<file path="src/design/bdlp_pkg.sv">
// Shared types and constants for the five-button debouncer with long-press events.
// No dependencies; every other design file imports this package.
package bdlp_pkg;

  localparam int PIN_W           = 5;   // pin_levels width
  localparam int BTN_IDX_W       = 3;   // reported button index width
  localparam int DEB_W           = 8;   // debounce_ticks / agree counter width
  localparam int HOLD_W          = 16;  // long_press_ticks / hold counter width
  localparam int CFG_IDX_W       = 1;
  localparam int CFG_DATA_W      = 16;
  localparam int NUM_BUTTONS_DEF = 5;

  localparam logic [DEB_W-1:0]  DEB_TICKS_RST  = DEB_W'(20);
  localparam logic [HOLD_W-1:0] LONG_TICKS_RST = HOLD_W'(1000);

  typedef enum logic [1:0] {
    REQ_TICK  = 2'd0,
    REQ_FETCH = 2'd1,
    REQ_INIT  = 2'd2
  } req_type_t;

  typedef enum logic [CFG_IDX_W-1:0] {
    CFG_DEBOUNCE_TICKS   = 1'd0,
    CFG_LONG_PRESS_TICKS = 1'd1
  } cfg_idx_t;

  typedef struct packed {
    logic [1:0]       req_type;
    logic [PIN_W-1:0] pin_levels;
  } in_t;

  typedef struct packed {
    logic                 press_found;
    logic [BTN_IDX_W-1:0] press_button;
    logic                 long_found;
    logic [BTN_IDX_W-1:0] long_button;
  } out_t;

  // Per-button command for one processed beat
  typedef struct packed {
    logic tick;
    logic init;
    logic raw;        // 1 = pin reads pressed
    logic clr_press;
    logic clr_long;
  } btn_ctrl_t;

  typedef struct packed {
    logic press_pend;
    logic long_pend;
  } btn_stat_t;

endpackage

</file>
<file path="src/design/bdlp_button.sv">
// Debounce and press / long-press tracking for a single button.
// Depends on bdlp_pkg.
module bdlp_button (
  input  logic                      clk,
  input  logic                      rst_n,
  input  logic [bdlp_pkg::DEB_W-1:0]  deb_ticks,
  input  logic [bdlp_pkg::HOLD_W-1:0] long_ticks,
  input  bdlp_pkg::btn_ctrl_t       ctrl,
  output bdlp_pkg::btn_stat_t       stat
);
  import bdlp_pkg::*;

  logic              cand_r, cand_nxt;
  logic              stable_r, stable_nxt;
  logic [DEB_W-1:0]  agree_r, agree_nxt;
  logic [HOLD_W-1:0] hold_r, hold_nxt;
  logic              armed_r, armed_nxt;
  logic              long_done_r, long_done_nxt;
  logic              press_pend_r, press_pend_nxt;
  logic              long_pend_r, long_pend_nxt;

  always_comb begin
    cand_nxt       = cand_r;
    stable_nxt     = stable_r;
    agree_nxt      = agree_r;
    hold_nxt       = hold_r;
    armed_nxt      = armed_r;
    long_done_nxt  = long_done_r;
    press_pend_nxt = press_pend_r;
    long_pend_nxt  = long_pend_r;

    if (ctrl.init) begin
      cand_nxt       = ctrl.raw;
      stable_nxt     = ctrl.raw;
      agree_nxt      = '0;
      hold_nxt       = '0;
      armed_nxt      = ~ctrl.raw;
      long_done_nxt  = 1'b0;
      press_pend_nxt = 1'b0;
      long_pend_nxt  = 1'b0;
    end else if (ctrl.tick) begin
      if (ctrl.raw != cand_r) begin
        cand_nxt  = ctrl.raw;
        agree_nxt = '0;
      end else if (agree_r < deb_ticks) begin
        agree_nxt = agree_r + DEB_W'(1);
      end

      // new stable level
      if (agree_nxt >= deb_ticks && stable_r != cand_nxt) begin
        stable_nxt    = cand_nxt;
        hold_nxt      = '0;
        long_done_nxt = 1'b0;
        if (cand_nxt) begin
          if (armed_r) begin
            press_pend_nxt = 1'b1;
          end
        end else begin
          armed_nxt = 1'b1;
        end
      end

      if (stable_nxt && armed_nxt) begin
        if (hold_nxt < long_ticks) begin
          hold_nxt = hold_nxt + HOLD_W'(1);
        end
        if (hold_nxt >= long_ticks && !long_done_nxt) begin
          long_done_nxt = 1'b1;
          long_pend_nxt = 1'b1;
        end
      end
    end else begin
      if (ctrl.clr_press) begin
        press_pend_nxt = 1'b0;
      end
      if (ctrl.clr_long) begin
        long_pend_nxt = 1'b0;
      end
    end
  end

  always_ff @(posedge clk) begin
    if (!rst_n) begin
      cand_r       <= 1'b0;
      stable_r     <= 1'b0;
      agree_r      <= '0;
      hold_r       <= '0;
      armed_r      <= 1'b1;
      long_done_r  <= 1'b0;
      press_pend_r <= 1'b0;
      long_pend_r  <= 1'b0;
    end else begin
      cand_r       <= cand_nxt;
      stable_r     <= stable_nxt;
      agree_r      <= agree_nxt;
      hold_r       <= hold_nxt;
      armed_r      <= armed_nxt;
      long_done_r  <= long_done_nxt;
      press_pend_r <= press_pend_nxt;
      long_pend_r  <= long_pend_nxt;
    end
  end

  assign stat.press_pend = press_pend_r;
  assign stat.long_pend  = long_pend_r;

endmodule

</file>
<file path="src/design/button_debounce_long_press.sv">
// Multi-button debouncer with press and long-press event latching.
// A fetch beat passes through the input register and then the result register.
// Throughput: one beat per cycle while in_stall is low; all buttons update in parallel.
// A fetch waits in the input register only while the result register is full and stalled.
// Reset (synchronous, rst_n low): registers to 20 / 1000, all buttons released and armed,
// no events pending, both pipeline registers empty.
module button_debounce_long_press #(
  parameter int NUM_BUTTONS = bdlp_pkg::NUM_BUTTONS_DEF
) (
  input  logic                             clk,
  input  logic                             rst_n,
  input  logic                             in_valid,
  output logic                             in_stall,
  input  bdlp_pkg::in_t                    in_data,
  output logic                             out_valid,
  input  logic                             out_stall,
  output bdlp_pkg::out_t                   out_data,
  input  logic                             cfg_valid,
  output logic                             cfg_ready,
  input  logic [bdlp_pkg::CFG_IDX_W-1:0]   cfg_index,
  input  logic [bdlp_pkg::CFG_DATA_W-1:0]  cfg_data
);
  import bdlp_pkg::*;

  logic [DEB_W-1:0]  deb_ticks_r;
  logic [HOLD_W-1:0] long_ticks_r;

  logic    s1_valid_r;
  in_t     s1_data_r;
  logic    s1_fire;
  logic    s1_is_tick, s1_is_fetch, s1_is_init;
  logic    out_free;

  logic    out_valid_r;
  out_t    out_data_r, out_data_nxt;

  logic [NUM_BUTTONS-1:0] press_pend, long_pend;
  logic [NUM_BUTTONS-1:0] clr_press, clr_long;
  logic [NUM_BUTTONS-1:0] raw;

  // ---------------- configuration ----------------
  assign cfg_ready = 1'b1;

  always_ff @(posedge clk) begin
    if (!rst_n) begin
      deb_ticks_r  <= DEB_TICKS_RST;
      long_ticks_r <= LONG_TICKS_RST;
    end else if (cfg_valid && cfg_ready) begin
      case (cfg_idx_t'(cfg_index))
        CFG_DEBOUNCE_TICKS:   deb_ticks_r  <= cfg_data[DEB_W-1:0];
        CFG_LONG_PRESS_TICKS: long_ticks_r <= cfg_data[HOLD_W-1:0];
        default: ;
      endcase
    end
  end

  // ---------------- input register ----------------
  assign s1_is_tick  = (s1_data_r.req_type == REQ_TICK);
  assign s1_is_fetch = (s1_data_r.req_type == REQ_FETCH);
  assign s1_is_init  = (s1_data_r.req_type == REQ_INIT);
  assign out_free    = !out_valid_r || !out_stall;
  assign s1_fire     = s1_valid_r && (!s1_is_fetch || out_free);
  assign in_stall    = s1_valid_r && !s1_fire;

  always_ff @(posedge clk) begin
    if (!rst_n) begin
      s1_valid_r <= 1'b0;
    end else if (!in_stall) begin
      s1_valid_r <= in_valid;
    end
  end

  always_ff @(posedge clk) begin
    if (in_valid && !in_stall) begin
      s1_data_r <= in_data;
    end
  end

  // ---------------- per-button state ----------------
  for (genvar i = 0; i < NUM_BUTTONS; i++) begin : g_btn
    btn_ctrl_t ctrl;
    btn_stat_t stat;

    // buttons past the pin field read as pressed
    if (i < PIN_W) begin : g_pin
      assign raw[i] = ~s1_data_r.pin_levels[i];
    end else begin : g_nopin
      assign raw[i] = 1'b1;
    end

    assign ctrl.tick      = s1_fire && s1_is_tick;
    assign ctrl.init      = s1_fire && s1_is_init;
    assign ctrl.raw       = raw[i];
    assign ctrl.clr_press = s1_fire && s1_is_fetch && clr_press[i];
    assign ctrl.clr_long  = s1_fire && s1_is_fetch && clr_long[i];

    bdlp_button u_button (
      .clk        (clk),
      .rst_n      (rst_n),
      .deb_ticks  (deb_ticks_r),
      .long_ticks (long_ticks_r),
      .ctrl       (ctrl),
      .stat       (stat)
    );

    assign press_pend[i] = stat.press_pend;
    assign long_pend[i]  = stat.long_pend;
  end

  // ---------------- fetch: lowest pending index ----------------
  always_comb begin
    out_data_nxt = '0;
    clr_press    = '0;
    clr_long     = '0;
    for (int i = 0; i < NUM_BUTTONS; i++) begin
      if (press_pend[i] && !out_data_nxt.press_found) begin
        out_data_nxt.press_found  = 1'b1;
        out_data_nxt.press_button = BTN_IDX_W'(i);
        clr_press[i]              = 1'b1;
      end
      if (long_pend[i] && !out_data_nxt.long_found) begin
        out_data_nxt.long_found  = 1'b1;
        out_data_nxt.long_button = BTN_IDX_W'(i);
        clr_long[i]              = 1'b1;
      end
    end
  end

  // ---------------- result register ----------------
  always_ff @(posedge clk) begin
    if (!rst_n) begin
      out_valid_r <= 1'b0;
    end else if (s1_fire && s1_is_fetch) begin
      out_valid_r <= 1'b1;
    end else if (!out_stall) begin
      out_valid_r <= 1'b0;
    end
  end

  always_ff @(posedge clk) begin
    if (s1_fire && s1_is_fetch) begin
      out_data_r <= out_data_nxt;
    end
  end

  assign out_valid = out_valid_r;
  assign out_data  = out_data_r;

  // ---------------- assertions ----------------
  a_stall_needs_item: assert property (@(posedge clk) disable iff (!rst_n)
    in_stall |-> (s1_valid_r && s1_is_fetch && out_valid_r && out_stall))
    else $error("input stalled without a blocked fetch");

  a_fetch_gives_beat: assert property (@(posedge clk) disable iff (!rst_n)
    (s1_fire && s1_is_fetch) |=> out_valid_r)
    else $error("fetch did not load the result register");

  a_no_spurious_beat: assert property (@(posedge clk) disable iff (!rst_n)
    (out_valid_r && !out_stall && !(s1_fire && s1_is_fetch)) |=> !out_valid_r)
    else $error("result beat repeated or invented");

  a_single_clear: assert property (@(posedge clk) disable iff (!rst_n)
    $onehot0(clr_press) && $onehot0(clr_long))
    else $error("more than one pending event cleared per fetch");

endmodule

</file>
<file path="config.mk">
export PLATFORM = sky130hd
export DESIGN_NAME = button_debounce_long_press
export DESIGN_NICKNAME = d
export VERILOG_FILES = /design/src/design/bdlp_pkg.sv /design/src/design/bdlp_button.sv /design/src/design/button_debounce_long_press.sv
export SDC_FILE = /design/constraint.sdc
export NUM_CORES = 1
export LEC_CHECK = 0
export BUFFER_PORTS_ARGS = -buffer_cell sky130_fd_sc_hd__buf_2
export CORE_MARGIN = 1.5
export CORE_UTILIZATION = 41
export DETAILED_ROUTE_END_ITERATION = 10
export SLEW_MARGIN = 10
export SYNTH_ARGS = -nofsm -noshare
export SYNTH_HDL_FRONTEND = slang
export SYNTH_HIERARCHICAL = 1
export SYNTH_SLANG_ARGS = --single-unit
export TNS_END_PERCENT = 5
</file>
<file path="constraint.sdc">
create_clock -name clk -period 15.4 [get_ports clk]
set_input_delay 0.77 -clock clk [delete_from_list [all_inputs] [get_ports clk]]
set_output_delay 0.77 -clock clk [all_outputs]
set_load 0.1 [all_outputs]
</file>
==> flow_summary.ini, run 1 <==
[detailed_routing]
wl_per_cell_um = 19.5
drt_iter0_drc = 1886
ant_nets = 0
via_per_inst = 6.05
via_count = 18457
drt_first_pass_iters = 5
route.detailed.drc = 0
drt_wl_total_um = 59400

[sta]
fmax_mhz = 117
period_share_pct = 55.6
rsz0062_at_grt = false
finalSetupViolations = 0
tightest_slew_ps = 1160
relSlewSlack_pct = 22.6
finalMaxSlewViolations = 0
skew_ps = 14.1
fin_setup_tns_ps = 0
hold_violations = 0
post-route-min-period_ps = 8560

[logic_synthesis]
synth_fp_nets = 2748
async_flop_share_pct = 0
synth_area_leader_cell = dfxtp_1
synth_top_area_share_pct = 18.6
synth_warnings = 6
synth-edff-count = 15
synthDistinctLibCells = 95
ys_top_cells_by_area = dfxtp_1 (19%), ha_1 (16%), nand2_1 (6.1%)
syn-cell-area_um2 = 19000
synth_seq_area_share_pct = 21.0
ys.flop_type = dfxtp_1
syn_area_per_cell_um2 = 7.66
synth_seq_cells = 191
synth_cells = 2474

[floorplan]
die_w_um = 218
die_area_um2 = 47500
die_h_um = 218
start_util_pct = 41.7
rows = 78
fp.coreArea_um2 = 45500
ios = 40

[place]
dp_hpwl_um = 43000
gp_congestion = 0.931
io_buffers = 38
place_area_um2 = 19500

[clocking]
numCtsBuffers = 17
clk_latency_ps = 510
cts_setup_buffers = 0
cts_resized = 0
clockRootBuffer = clkbuf_16
tritoncts = built
clkSinkCount = 191
cts_hold_buf = 0
cts.clk_slew.worst_paths_ps = 80
cts_htree_levels = 4
clockBufferDepth = 2

[setup_path]
critPathArrivalTime_ps = 8950
r2r_cells = 27
ff2ff_setup_slack_ps = 6840
setup.worst_path.end_class = register
cp_max_fo = 27
path_class = reg2reg
required_ps = 15780
start_kind = register
reg2reg_to = g_btn[2].u_button/long_done_r
timing.rr.start = deb_ticks_r[5]

[finish]
nNetsFinal = 2712
synthToLayoutAreaGrowth_pct = 6.48
drive_gt1_share_pct = 6.73
fill_cells = 4634
stdcell_area_um2 = 20200
diodes = 0

[global_routing]
grt_pass1_vias = 17287
grt_usage_pct = 25.0
grt_antenna_before_repair = 3
grt_pass1_wl_um = 93600
overflow = 0
grt_max_degree = 103

[pwr]
p_leak_nw = 8.53
power.density_nw_per_um2 = 62.4
peakVddDrop_v = 0.0000916

[min_path]
holdPathStages = 1
holdPathEnd = s1_data_r[6]
holdCritStartpoint = in_data[6]
hp-class = in2reg

[outcome]
run_status = finished, final reports clean

[run]
maxCapViolCount = 0
## report_power, final
| part | total, mW | switching (mW) | internal, mW |
|---|---|---|---|
| logic | 0.231 | 0.155 | 0.0758 |
| clock network | 0.493 | 0.242 | 0.251 |
| registers | 0.536 | 0.0251 | 0.511 |
| total | 1.26 | 0.422 | 0.838 |
## flip-flops by register name (all words and copies together) (netlist names), 5 cells and up
name                         cells
g_btn.u_button/agree_r          40
g_btn.u_button/stable_r          5
long_ticks_r                    16
g_btn.u_button/hold_r           80
s1_data_r                        7
out_data                         8
g_btn.u_button/long_done_r       5
g_btn.u_button/press_pend_r      5
g_btn.u_button/cand_r            5
deb_ticks_r                      8
g_btn.u_button/long_pend_r       5
g_btn.u_button/armed_r           5
## through the flow
stage               hold slack, ps  power, mW  util [%]  worst slack, ps  std cells
floorplan                      437      0.703         -             8700       2474
global placement               456      0.770      43.0             7000       3019
detailed placement             460      0.774      43.0             7060       3019
CTS                            402       1.27      44.4             6950       3051
global route                   420       1.32      44.4             6130       3051
finish                         441       1.26      44.4             6840       3051
## cells by family (layout without fill, tap and decap cells)
kind of cell               count (synthesis)  in the layout  share of synthesized area, %
buffers and inverters                    325            302                          6.96
other                                      1              1                        0.0198
xor gates and xnor gates                 104            104                          4.88
muxes                                     15             15                         0.792
DFF                                      191            191                          21.0
adders and majority gates                245            245                          16.2
and+or+nand+nor                          931            931                          24.7
AOI/OAI and AO/OA                        662            662                          25.5
## synth_stat cells, types with 17 or more instances
library cell,number
xnor2_1,71
inv_1,209
nand3_1,85
dfxtp_1,176
nand3b_1,17
ha_1,245
nor3_1,62
o21ai_0,94
nand4_1,67
nor2b_1,26
nand2b_1,31
nor4_1,35
o31ai_1,17
and3_1,40
xor2_1,31
nand2_1,309
a31o_2,26
a21o_1,52
a31oi_1,72
nor2_1,146
a211oi_1,31
o21a_1,21
a21oi_1,116
clkbuf_1,75
and2_1,48
## how the worst max path moves through the flow
stage                         from                            end  slack, ps  cells after the start
global placement    deb_ticks_r[5]  g_btn[2].u_button/long_done_r       7000                     27
finish              deb_ticks_r[5]  g_btn[2].u_button/long_done_r       6840                     27
global route        deb_ticks_r[5]  g_btn[2].u_button/long_done_r       6130                     28
floorplan           deb_ticks_r[5]  g_btn[0].u_button/long_done_r       8700                     29
CTS                 deb_ticks_r[5]  g_btn[2].u_button/long_done_r       6950                     27
detailed placement  deb_ticks_r[5]  g_btn[2].u_button/long_done_r       7060                     27
## layout by cell type (no fill, tap or decap), types with 35 or more instances in the layout
| cell | count |
|---|---|
| nor3_1 | 62 |
| a21o_1 | 52 |
| nand4_1 | 67 |
| buf_2 | 38 |
| nor2_1 | 146 |
| a21oi_1 | 116 |
| and2_1 | 48 |
| nor4_1 | 35 |
| inv_1 | 209 |
| ha_1 | 245 |
| o21ai_0 | 94 |
| xnor2_1 | 71 |
| a31oi_1 | 72 |
| nand2_1 | 309 |
| dfxtp_1 | 176 |
| and3_1 | 40 |
| nand3_1 | 85 |
## layout make-up
cell class	instances	area, µm²	share of cell area (%)
clock buffers	19	475	2.36
clock inverters	13	160	0.794
inverters	211	792	3.92
multi-input cells	1958	13700	67.7
flip-flops and latches	191	3970	19.7
well taps	600	751	3.72
repair buffers	59	360	1.79
## worst max-delay path, cell delays in order, from the launching register on
cell       delay (ps)
dfxtp_1           540
inv_1             130
ha_1              330
a2111oi_0         610
a22oi_1           320
a21boi_1          550
nand4_1           150
a21oi_1           230
ha_1              270
a21o_1            190
a21o_1            230
o21ai_2           880
and2_1            310
ha_1              260
a211oi_1          320
o221ai_2          180
a211oi_4          510
o21ai_2           350
or4_1             600
a21oi_1           200
ha_1              270
a21o_1            180
a21o_1            170
a21oi_1           120
o21ai_0            80
a21o_1            190
a32oi_1           210
nor2_1             50
## metal layers
metal | part of all wire, % | up-vias | GRT usage, %
li1 | - | 9014 | -
met1 | 47 | 8800 | 34.0
met2 | 45 | 552 | 40.2
met3 | 5.6 | 91 | 3.19
met4 | 2.4 | 0 | 9.15
met5 | 0 | - | 0
Note: power is estimated with default switching activity, not from simulation.
==> run 2: changes to the inputs <==
==> constraint.sdc (replaced) <==
create_clock -name clk -period 7.45 [get_ports clk]
set_input_delay 0.3725 -clock clk [delete_from_list [all_inputs] [get_ports clk]]
set_output_delay 0.3725 -clock clk [all_outputs]
set_load 0.1 [all_outputs]
==> flow_summary.ini, run 2 (same netlist as run 1, synthesis figures left out) <==
[outcome]
run_status = finished, final reports clean

[detailed_routing]
drt_first_pass_iters = 5
drt_wl_total_um = 62200
via_per_inst = 6.09
wl_per_cell_um = 19.9
via_count = 19030
ant_nets = 0
drt_iter0_drc = 1464
route.detailed.drc = 0

[setup_path]
crit_end = g_btn[2].u_button/long_pend_r
cpPeakStageDelay_ps = 590
required_ps = 7880
cp.depth = 31
cp_top_family = compound AO/OA/AOI/OAI gates
timing.rr.start = deb_ticks_r[4]
setup.worst_path.end_class = register
path_buf_inv = 5
path_class = reg2reg
slowest_stage = a2111oi_1
crit_start = deb_ticks_r[4]
critPathArrivalTime_ps = 7540
start_kind = register
ff2ff_setup_slack_ps = 340
cp_max_fo = 16
r2r_cells = 31
reg2reg_to = g_btn[2].u_button/long_pend_r

[place]
io_buffers = 38
post-place-ws_ps = -142
gp_congestion = 0.965
dp_hpwl_um = 46100

[clocking]
cts.clk_slew.worst_paths_ps = 80
clockRootBuffer = clkbuf_16
cts_hold_buf = 0
clockBufferDepth = 2
clk_latency_ps = 510
numCtsBuffers = 17
cts_htree_levels = 4
clkSinkCount = 191
tritoncts = built

[floorplan]
die_h_um = 218
start_util_pct = 41.7
die_area_um2 = 47500
ios = 40
fp.coreArea_um2 = 45500
die_w_um = 218
rows = 78

[sta]
finalSetupViolations = 0
fin_setup_tns_ps = 0
relSlewSlack_pct = 20.8
rsz0062_at_grt = true
fin_ws_ps = 344
skew_ps = 14.7
tightest_slew_ps = 1190
hold_violations = 0
fmax_mhz = 141
post-route-min-period_ps = 7110
finalMaxSlewViolations = 0
period_share_pct = 95.4

[finish]
multi_input_area_um2 = 13800
drive_gt1_share_pct = 10.4
synthToLayoutAreaGrowth_pct = 9.78
seq_area_um2 = 3980
final_common_cell = nand2_1
largest_register_ffs = 80
final_cell_mix = nand2_1 (307), ha_1 (245), inv_1 (209)
fill_cells = 4585
largest-register = g_btn.u_button/hold_r
diodes = 0
nNetsFinal = 2787
largestRegisters = g_btn.u_button/hold_r: 80 flops, g_btn.u_button/agree_r: 40 flops, long_ticks_r: 16 flops

[pwr]
p_leak_nw = 8.90
peakVddDrop_v = 0.000176
power.density_nw_per_um2 = 125
total_power_mw = 2.61

[global_routing]
grt_usage_pct = 26.1
overflow = 0
grt_pass1_vias = 18058
grt_antenna_before_repair = 1
grt_pass1_wl_um = 98000
grt_max_degree = 52

[run]
maxCapViolCount = 0

[min_path]
hp-class = in2reg
[run 2: metrics by stage]
| step | cells | hold WS [ps] | instance area (µm²) | util [%] |
|---|---|---|---|---|
| after floorplan | 2474 | 437 | 19000 | - |
| after CTS | 3122 | 11.3 | 20700 | 45.5 |
| final | 3126 | 44.9 | 20800 | 45.8 |
| after detailed placement | 3090 | 454 | 20100 | 44.1 |
| after global routing | 3126 | 19.9 | 20800 | 45.8 |
| after global placement | 3090 | 444 | 20100 | 44.1 |
[run 2: metal layers]
metal  up-vias  GRT usage, %  part of all wire (%)
met1      9169          34.3                    46
li1       9162             -                     -
met3        86          4.91                   6.4
met5         -             0                     0
met2       613          42.6                    46
met4         0          8.85                   2.4
[run 2: worst min-delay path by stage]
stage	start	depth (start not counted)	end
final	in_data[2]	1	s1_data_r[2]
after floorplan	g_btn[1].u_button/long_done_r	2	g_btn[1].u_button/long_done_r
after global routing	in_data[2]	1	s1_data_r[2]
after CTS	in_data[2]	1	s1_data_r[2]
after detailed placement	g_btn[1].u_button/long_done_r	2	g_btn[1].u_button/long_done_r
after global placement	g_btn[3].u_button/long_done_r	2	g_btn[3].u_button/long_done_r
[run 2: what timing repair did]
item	in CTS	in global routing
gates resized for setup	5	27
pin swaps	0	5
cloned	0	0
buffers inserted	0	4
endpoints found under the setup margin	2	9
[run 2: power breakdown]
group          internal, mW  switching (mW)
combinational         0.178           0.339
clock                 0.479           0.503
sequential             1.06          0.0501
[run 2: layout make-up]
class                           count  area share (%)
Clock buffer                       20            2.30
Inverter                          211            3.81
Multi-Input combinational cell   1958            66.3
Tap cell                          600            3.61
Sequential cell                   191            19.1
Timing Repair Buffer              134            4.38
Clock inverter                     12           0.529
==> run 3: changes to the inputs <==
--- a/config.mk
+++ b/config.mk
@@ -7,8 +7,9 @@
 export LEC_CHECK = 0
 export BUFFER_PORTS_ARGS = -buffer_cell sky130_fd_sc_hd__buf_2
 export CORE_MARGIN = 1.5
-export CORE_UTILIZATION = 41
+export CORE_UTILIZATION = 59
 export DETAILED_ROUTE_END_ITERATION = 10
+export PLACE_DENSITY = 0.79
 export SLEW_MARGIN = 10
 export SYNTH_ARGS = -nofsm -noshare
 export SYNTH_HDL_FRONTEND = slang
==> flow_summary.ini, run 3 (same netlist as run 1, synthesis figures left out) <==
[setup_path]
cp_max_fo = 12
start_kind = register
cpPeakStageDelay_ps = 520
setup.worst_path.end_class = register
timing.rr.start = deb_ticks_r[6]
required_ps = 7860
ff2ff_setup_slack_ps = 380
r2r_cells = 31
path_common_cell = ha_1
path_class = reg2reg
slowest_stage = nor4_1
reg2reg_to = g_btn[4].u_button/long_pend_r
critPathArrivalTime_ps = 7480

[sta]
period_share_pct = 94.9
fin_setup_tns_ps = 0
relSlewSlack_pct = 25.3
finalMaxSlewViolations = 0
skew_ps = 9.73
rsz0062_at_grt = true
fin_ws_ps = 381
hold_violations = 0
fmax_mhz = 141
finalSetupViolations = 0
tightest_slew_ps = 1120
post-route-min-period_ps = 7070

[global_routing]
grt_pass1_wl_um = 93800
overflow = 0
grt_pass1_vias = 18540
grt_antenna_before_repair = 0
grt_max_degree = 95
grt_usage_pct = 35.2

[finish]
nNetsFinal = 2771
multi_input_area_um2 = 13800
largestRegisters = g_btn.u_button/hold_r: 80 flops, g_btn.u_button/agree_r: 40 flops, long_ticks_r: 16 flops
synthToLayoutAreaGrowth_pct = 8.13
fill_cells = 2722
finalNonFillerCells = 2913
drive_gt1_share_pct = 9.84
largest-register = g_btn.u_button/hold_r
largest_register_ffs = 80
final_cell_mix = nand2_1 (308), ha_1 (245), inv_1 (209)
seq_area_um2 = 3980
stdcell_area_um2 = 20500
final_common_cell = nand2_1

[place]
place_area_um2 = 19700
gp_congestion = 1.02
post-place-cells = 2879
dp_hpwl_um = 42500
post-place-ws_ps = -111
io_buffers = 38

[pwr]
p_leak_nw = 8.83
peakVddDrop_v = 0.000176
power.density_nw_per_um2 = 126

[detailed_routing]
wl_per_cell_um = 20.2
ant_nets = 0
drt_wl_total_um = 58900
via_count = 19202
route.detailed.drc = 0
drt_first_pass_iters = 6
via_per_inst = 6.59
drt_iter0_drc = 1790

[clocking]
tritoncts = built
clockRootBuffer = clkbuf_16
numCtsBuffers = 17
clockBufferDepth = 2
cts_htree_levels = 4
clk_latency_ps = 470
clkSinkCount = 191
cts.clk_slew.worst_paths_ps = 80

[run]
maxCapViolCount = 0

[floorplan]
rows = 65
die_h_um = 182
ios = 40
fp.coreArea_um2 = 31600
start_util_pct = 60.1
die_area_um2 = 33200
die_w_um = 182

[min_path]
hp-class = in2reg
holdPathStages = 1
holdPathEnd = s1_data_r[3]
holdCritStartpoint = in_data[3]

[outcome]
run_status = finished, final reports clean
-- run 3: changes by cell type in the layout (fill, tap and decap cells not counted), moves of 3 or more --
cell,delta
clkinv_8,+3
nor2b_1,+3
nor2b_2,-3
a2111oi_2,+3
buf_4,-18
-- run 3: report_power, final --
group          leakage (nW)  switching, mW  internal (mW)
registers              1.57         0.0444           1.06
clock network         0.298          0.502          0.472
logic                  6.96          0.335          0.177
total                  8.83          0.882           1.71
-- run 3: cell type report --
cell class	count	share of cell area, %
well taps	402	2.45
repair buffers	118	3.98
clock buffers	18	2.20
inverters	211	3.86
clock inverters	14	0.745
flip-flops and latches	191	19.4
diodes	1	0.0122
multi-input cells	1958	67.3
-- run 3: layer usage --
layer / vias up / GRT usage (%) / wire [µm]
met2: 817 / 58.1 / 26600
li1: 9130 / - / -
met1: 9093 / 44.7 / 25300
met4: 0 / 17.3 / 2630
met5: - / 0 / 0
met3: 162 / 5.39 / 4370
-- run 3: worst max-delay path, delay by kind of cell, from the launching register on --
kind	cells	cell delay, ps
AND/OR/NAND/NOR	9	1940
adder cells (fa/ha/maj)	4	1150
AO/OA/AOI/OAI	11	2610
XOR/XNOR	2	170
flip-flops	1	320
buffers and inverters	5	780
-- run 3: worst max path at each step --
stage	startpoint	slack, ps	to
CTS	deb_ticks_r[5]	50	g_btn[0].u_button/long_done_r
global route	deb_ticks_r[4]	-110	g_btn[3].u_button/long_pend_r
floorplan	deb_ticks_r[5]	750	g_btn[0].u_button/long_done_r
global placement	deb_ticks_r[5]	3	g_btn[4].u_button/long_done_r
finish	deb_ticks_r[6]	380	g_btn[4].u_button/long_pend_r
detailed placement	deb_ticks_r[5]	-110	g_btn[0].u_button/long_done_r
-- run 3: repair_timing --
| item | in CTS | in global routing |
|---|---|---|
| pin swaps | 0 | 4 |
| gates resized for setup | 2 | 35 |
| endpoints found under the setup margin | 6 | 10 |
| setup buffers | 0 | 1 |
| hold buffers | 0 | 0 |
-- run 3: metrics by stage --
| stage | hold WS (ps) | utilization (%) | power (mW) |
|---|---|---|---|
| 2_1_floorplan | 437 | - | 1.45 |
| 3_3_place_gp | 448 | 62.6 | 1.60 |
| 3_5_place_dp | 456 | 62.6 | 1.62 |
| 4_1_cts | 54.8 | 64.5 | 2.58 |
| 5_1_grt | 62.8 | 64.9 | 2.69 |
| 6_report | 79.3 | 65.0 | 2.59 |
